[src/rhd_pkg.sv]
// ----------------------------------------------------------------------------
// rhd_pkg
// Shared constants, types and codes of the radial heat diffusion line.
// ----------------------------------------------------------------------------
package rhd_pkg;

    localparam int LINE_CELLS = 256;
    localparam int IDX_W      = $clog2(LINE_CELLS);
    localparam int TEMP_W     = 24;
    localparam int RATIO_W    = 16;
    localparam int DIST_W     = 16;
    localparam int CFG_IDX_W  = 2;

    typedef logic [IDX_W-1:0]         t_idx;
    typedef logic signed [TEMP_W-1:0] t_temp;

    localparam t_idx LAST_CELL = IDX_W'(LINE_CELLS - 1);

    localparam logic [RATIO_W-1:0] RATIO_RESET = 16'd16384;

    typedef enum logic [1:0] {
        ACT_RESTART = 2'd0,
        ACT_TICK    = 2'd1,
        ACT_SAMPLE  = 2'd2
    } t_action;

    typedef enum logic [CFG_IDX_W-1:0] {
        CFG_RATIO   = 2'd0,
        CFG_PROBE   = 2'd1,
        CFG_AMBIENT = 2'd2
    } t_cfg_reg;

    typedef enum logic [2:0] {
        S_IDLE,
        S_FILL,
        S_TICK,
        S_SMP_LO,
        S_SMP_HI,
        S_DRAIN
    } t_state;

    typedef struct packed {
        logic cnt_clr;
        logic ld_dist;
        logic fill;
        logic rd_tick;
        logic rd_lo;
        logic rd_hi;
    } t_dp_cmd;

    typedef struct packed {
        logic cnt_last;
        logic busy;
        logic out_full;
    } t_dp_sts;

endpackage

[src/rhd_ctrl.sv]
// ----------------------------------------------------------------------------
// rhd_ctrl
// Sequencer: accepts input words and steps the datapath through a restart
// sweep, a tick sweep or a two-read sample.
// ----------------------------------------------------------------------------
module rhd_ctrl (
    input  logic                  i_clk,
    input  logic                  i_rst_n,
    input  logic                  i_in_valid,
    output logic                  o_in_stall,
    input  logic [1:0]            i_action,
    input  rhd_pkg::t_dp_sts      i_sts,
    output rhd_pkg::t_dp_cmd      o_cmd
);

    rhd_pkg::t_state r_state;
    rhd_pkg::t_state n_state;

    always_ff @(posedge i_clk) begin
        if (!i_rst_n) begin
            r_state <= rhd_pkg::S_IDLE;
        end else begin
            r_state <= n_state;
        end
    end

    always_comb begin
        n_state = r_state;
        unique case (r_state)
            rhd_pkg::S_IDLE: begin
                if (i_in_valid) begin
                    case (i_action)
                        rhd_pkg::ACT_RESTART: n_state = rhd_pkg::S_FILL;
                        rhd_pkg::ACT_TICK:    n_state = rhd_pkg::S_TICK;
                        rhd_pkg::ACT_SAMPLE:  n_state = rhd_pkg::S_SMP_LO;
                        default:              n_state = rhd_pkg::S_IDLE;
                    endcase
                end
            end
            rhd_pkg::S_FILL: begin
                if (i_sts.cnt_last) n_state = rhd_pkg::S_IDLE;
            end
            rhd_pkg::S_TICK: begin
                if (i_sts.cnt_last) n_state = rhd_pkg::S_DRAIN;
            end
            rhd_pkg::S_SMP_LO: begin
                if (!i_sts.out_full) n_state = rhd_pkg::S_SMP_HI;
            end
            rhd_pkg::S_SMP_HI: begin
                n_state = rhd_pkg::S_DRAIN;
            end
            rhd_pkg::S_DRAIN: begin
                if (!i_sts.busy) n_state = rhd_pkg::S_IDLE;
            end
            default: n_state = rhd_pkg::S_IDLE;
        endcase
    end

    always_comb begin
        o_cmd      = '0;
        o_in_stall = 1'b1;
        unique case (r_state)
            rhd_pkg::S_IDLE: begin
                o_in_stall = 1'b0;
                if (i_in_valid) begin
                    case (i_action)
                        rhd_pkg::ACT_RESTART: o_cmd.cnt_clr = 1'b1;
                        rhd_pkg::ACT_TICK:    o_cmd.cnt_clr = 1'b1;
                        rhd_pkg::ACT_SAMPLE:  o_cmd.ld_dist = 1'b1;
                        default:              o_cmd = '0;
                    endcase
                end
            end
            rhd_pkg::S_FILL:   o_cmd.fill    = 1'b1;
            rhd_pkg::S_TICK:   o_cmd.rd_tick = 1'b1;
            rhd_pkg::S_SMP_LO: o_cmd.rd_lo   = !i_sts.out_full;
            rhd_pkg::S_SMP_HI: o_cmd.rd_hi   = 1'b1;
            rhd_pkg::S_DRAIN:  o_cmd         = '0;
            default:           o_cmd         = '0;
        endcase
    end

endmodule

[config.mk]
export PLATFORM = sky130hd
export DESIGN_NAME = rhd_ctrl
export DESIGN_NICKNAME = d
export VERILOG_FILES = /design/src/rhd_pkg.sv /design/src/rhd_ctrl.sv
export SDC_FILE = /design/constraint.sdc
export NUM_CORES = 1
export LEC_CHECK = 0
export BUFFER_PORTS_ARGS = -buffer_cell sky130_fd_sc_hd__clkbuf_2
export CAP_MARGIN = 20
export CORE_AREA = 2 2 39 41
export CTS_CLUSTER_SIZE = 25
export DETAILED_ROUTE_END_ITERATION = 12
export DIE_AREA = 0 0 41 43
export PLACE_DENSITY = 0.48
export RECOVER_POWER = 100
export SLEW_MARGIN = 40
export SYNTH_ARGS = -nofsm -noshare
export SYNTH_HDL_FRONTEND = slang
export SYNTH_SLANG_ARGS = --single-unit
[constraint.sdc]
create_clock -name i_clk -period 1.6 [get_ports i_clk]
set_input_delay 0.16 -clock i_clk [delete_from_list [all_inputs] [get_ports i_clk]]
set_output_delay 0.16 -clock i_clk [all_outputs]
set_load 0.02 [all_outputs]
==> summary by stage <==
Run status
The run finished with clean final reports.

Setup path
For the worst setup path, the data required time is roughly 1.4 ns. STA puts the critical path data arrival time at about 1.3 ns. The category of the most critical setup path is flop to output pin. STA classifies the critical path startpoint as a flop.

The endpoint kind of the worst setup timing path is an output pin. The peak fanout along the critical path is 14.

Placement
The number of buffer cells added on primary ports is 14. Routability-driven placement finished with a final weighted congestion of 0.737. Detailed placement ended at an HPWL of approximately 550 um. Counting tap cells, the placed design contains a total of 66 instances.

Global route
Across every metal layer, demand over resource in global routing totals 0.0922. The wire length of the first global-routing pass is between 1 and 1.5 mm. Entering global routing, the biggest net connects 15 pins.

The number of global-route vias before repair was 270. The initial antenna violation count is 0. After global routing the overflow that remains totals 0.

Floorplan
The overall die width is about 41 um. For this configuration, the core starts out at a cell density of 0.225. The number of top-level pins is 15. The height of the die is ~43 um.

The overall die area is roughly 1800 um^2. The floorplan has 14 rows. The core outline area is about 1400 um^2.

Yosys
For this run, the number of Yosys warnings is 0. The average instance in the mapped netlist occupies 8.20 um^2. After synthesis the cells add up to 312 um^2. The count of cell types in the netlist is 24. Synthesis produced a netlist with a net count of between 40 and 50. The synthesized instance count is 38. The proportion of synthesized chip area in sequential cells is 0.193. In this run, synthesis produced a sequential element count of 3.

Cells and area
The largest registers in the layout are r_state (3). The most frequent standard cell in the layout excluding fill and tap cells is clkbuf_2. Compared with the post-synthesis result, the final layout area differs by 33.3%.

Leaving out fill and tap cells, the most frequent cells in the layout are clkbuf_2 (10), clkbuf_1 (5). Excluding fillers, the count of instances in the completed layout stands at 70. Counting the fill cells in the layout gives around 160. The number of flip-flops under the largest register name is 3. The register containing the most flip-flops in the final layout is r_state. The final layout contains 66 nets. The repair_antennas step left the layout with diodes totalling 0. The share of cells above drive strength 1 is 0.333.

Drt
The final antenna-violating net count is 0. The number of vias after detailed routing is about 320. After detailed routing, the number of vias per cell comes to between 4 and 5. The total DRC errors in the routed layout is 0. The aggregate routed wire length is between 700 and 800 um.

Before antenna repair, the detailed router went through 2 iterations. The detailed router finished its first iteration with 3 violations. Dividing the detail-routed wire length by the instance count gives just over 10 um.

STA
The clock arrives with 0.0000393 ns of skew. Hold timing on the final database bottoms out at a slack of between 0.15 and 0.2 ns. The accumulated negative setup slack is 0 ns.

Dividing the final minimum period by the clock period gives 0.920. Setup repair after global routing left no endpoint under its margin. Measured against its own limit, the worst slew margin works out to 0.736. The fmax is 679 MHz. The final hold violation count is 0.

The post-layout minimum cycle time is between 1 and 1.5 ns. The measured slew at the worst slew-check pin is just under 0.4 ns. Setup violations remaining at the end of the flow were counted as 0. The number of slew-limit violations in the final report is 0.

Clocking
The total clock sinks is 3. The number of buffers on the longest clock path is 2. Buffers inserted during clock tree synthesis total 3. After clock tree synthesis, the flow added hold-fix buffers numbering 0. The cell chosen for the clock root is clkbuf_4.

CTS built an H-tree with a depth of 1. The clock-pin slew reported for the worst setup and hold paths after clock tree synthesis is roughly 0.030 ns. Clock latency on the worst-skew pair, taken at its later pin, is around 0.23 ns.

The TritonCTS clock tree is yes.

Power and ir drop
The power per standard cell area is approximately 900 nW/um^2. Across the VDD grid, the largest voltage drop is around 0.48 mV. In this run the static leakage power is approximately 0.21 nW.

Min path
In this run the worst hold path is classified as input port to flop.

Job
Across the run, the number of max-cap violations was 0.
## kinds of logic after synthesis
kind of cell    share of synthesized area
buf+inv                            0.0883
fa+ha+maj                           0.120
simple gates                        0.410
compound gates                      0.189
flops                               0.193
## path summary, 6_finish.rpt
| path | depth (start not counted) | startpoint | slack, ns | end |
|---|---|---|---|---|
| worst max-delay path | 3 | r_state[1] | 0.13 | o_cmd[4] |
| worst max register to register | 3 | r_state[2] | 0.32 | r_state[0] |
| worst min-delay path | 2 | i_rst_n | 0.18 | r_state[2] |
| worst min register to register | 2 | r_state[0] | 0.56 | r_state[1] |
## where the power goes
| part | total [mW] | switching (mW) | internal, mW | leakage (nW) |
|---|---|---|---|---|
| Combinational | 0.133 | 0.0748 | 0.0583 | 0.166 |
| Clock | 0.130 | 0.0365 | 0.0933 | 0.0150 |
| Sequential | 0.109 | 0.0241 | 0.0848 | 0.0246 |
| Total | 0.372 | 0.135 | 0.236 | 0.206 |
## worst max-delay path, stage by stage, from the launching register on
cell	delay [ns]
dfxtp_1	0.42
nor3_2	0.26
and3_1	0.18
clkbuf_1	0.23
## repair_timing
| item | CTS | global route |
|---|---|---|
| endpoints found under the hold margin | 0 | 0 |
| gates resized for setup | 0 | 1 |
| setup buffers | 0 | 0 |
| endpoints found under the setup margin | 0 | 2 |
## Yosys cell counts (all sizes together)
cell / count / share of area
nor4b: 1 / 0.076
nand2b: 3 / 0.060
ha: 3 / 0.12
and3: 1 / 0.020
and3b: 2 / 0.056
nor3b: 2 / 0.048
o311a: 1 / 0.036
buf: 2 / 0.040
nor2b: 1 / 0.020
o211a: 1 / 0.032
or2: 1 / 0.020
nor2: 2 / 0.024
dfxtp: 3 / 0.19
inv: 4 / 0.048
nand3b: 1 / 0.024
a21oi: 3 / 0.048
o31a: 1 / 0.028
o21ai: 1 / 0.016
nand3: 1 / 0.016
o2111ai: 1 / 0.028
nor3: 2 / 0.032
nand2: 1 / 0.012
## per-layer routing
layer	vias to the layer above	GRT usage	routed length (um)
met5	-	0	0
met4	0	0.0400	0
met3	0	0.0471	46
met2	9	0.122	318
met1	140	0.121	350
li1	166	-	-
## through the flow
step           instance area [um^2]  power [mW]   util  setup WS, ns
2_1_floorplan                   312       0.202      -         0.382
3_3_place_gp                    389       0.243  0.281         0.327
3_5_place_dp                    389       0.243  0.281         0.319
4_1_cts                         415       0.381  0.300        0.0642
5_1_grt                         415       0.404  0.300        0.0391
6_report                        415       0.372  0.300         0.128
## layout make-up
| cell class | count | area [um^2] | area share |
|---|---|---|---|
| Multi-Input combinational cell | 29 | 229 | 0.551 |
| Timing Repair Buffer | 14 | 65.1 | 0.157 |
| Sequential cell | 3 | 60.1 | 0.145 |
| Clock buffer | 4 | 26.3 | 0.0633 |
| Tap cell | 16 | 20.0 | 0.0482 |
| Inverter | 4 | 15.0 | 0.0361 |
No activity file was read; power rests on OpenSTA's default activity.
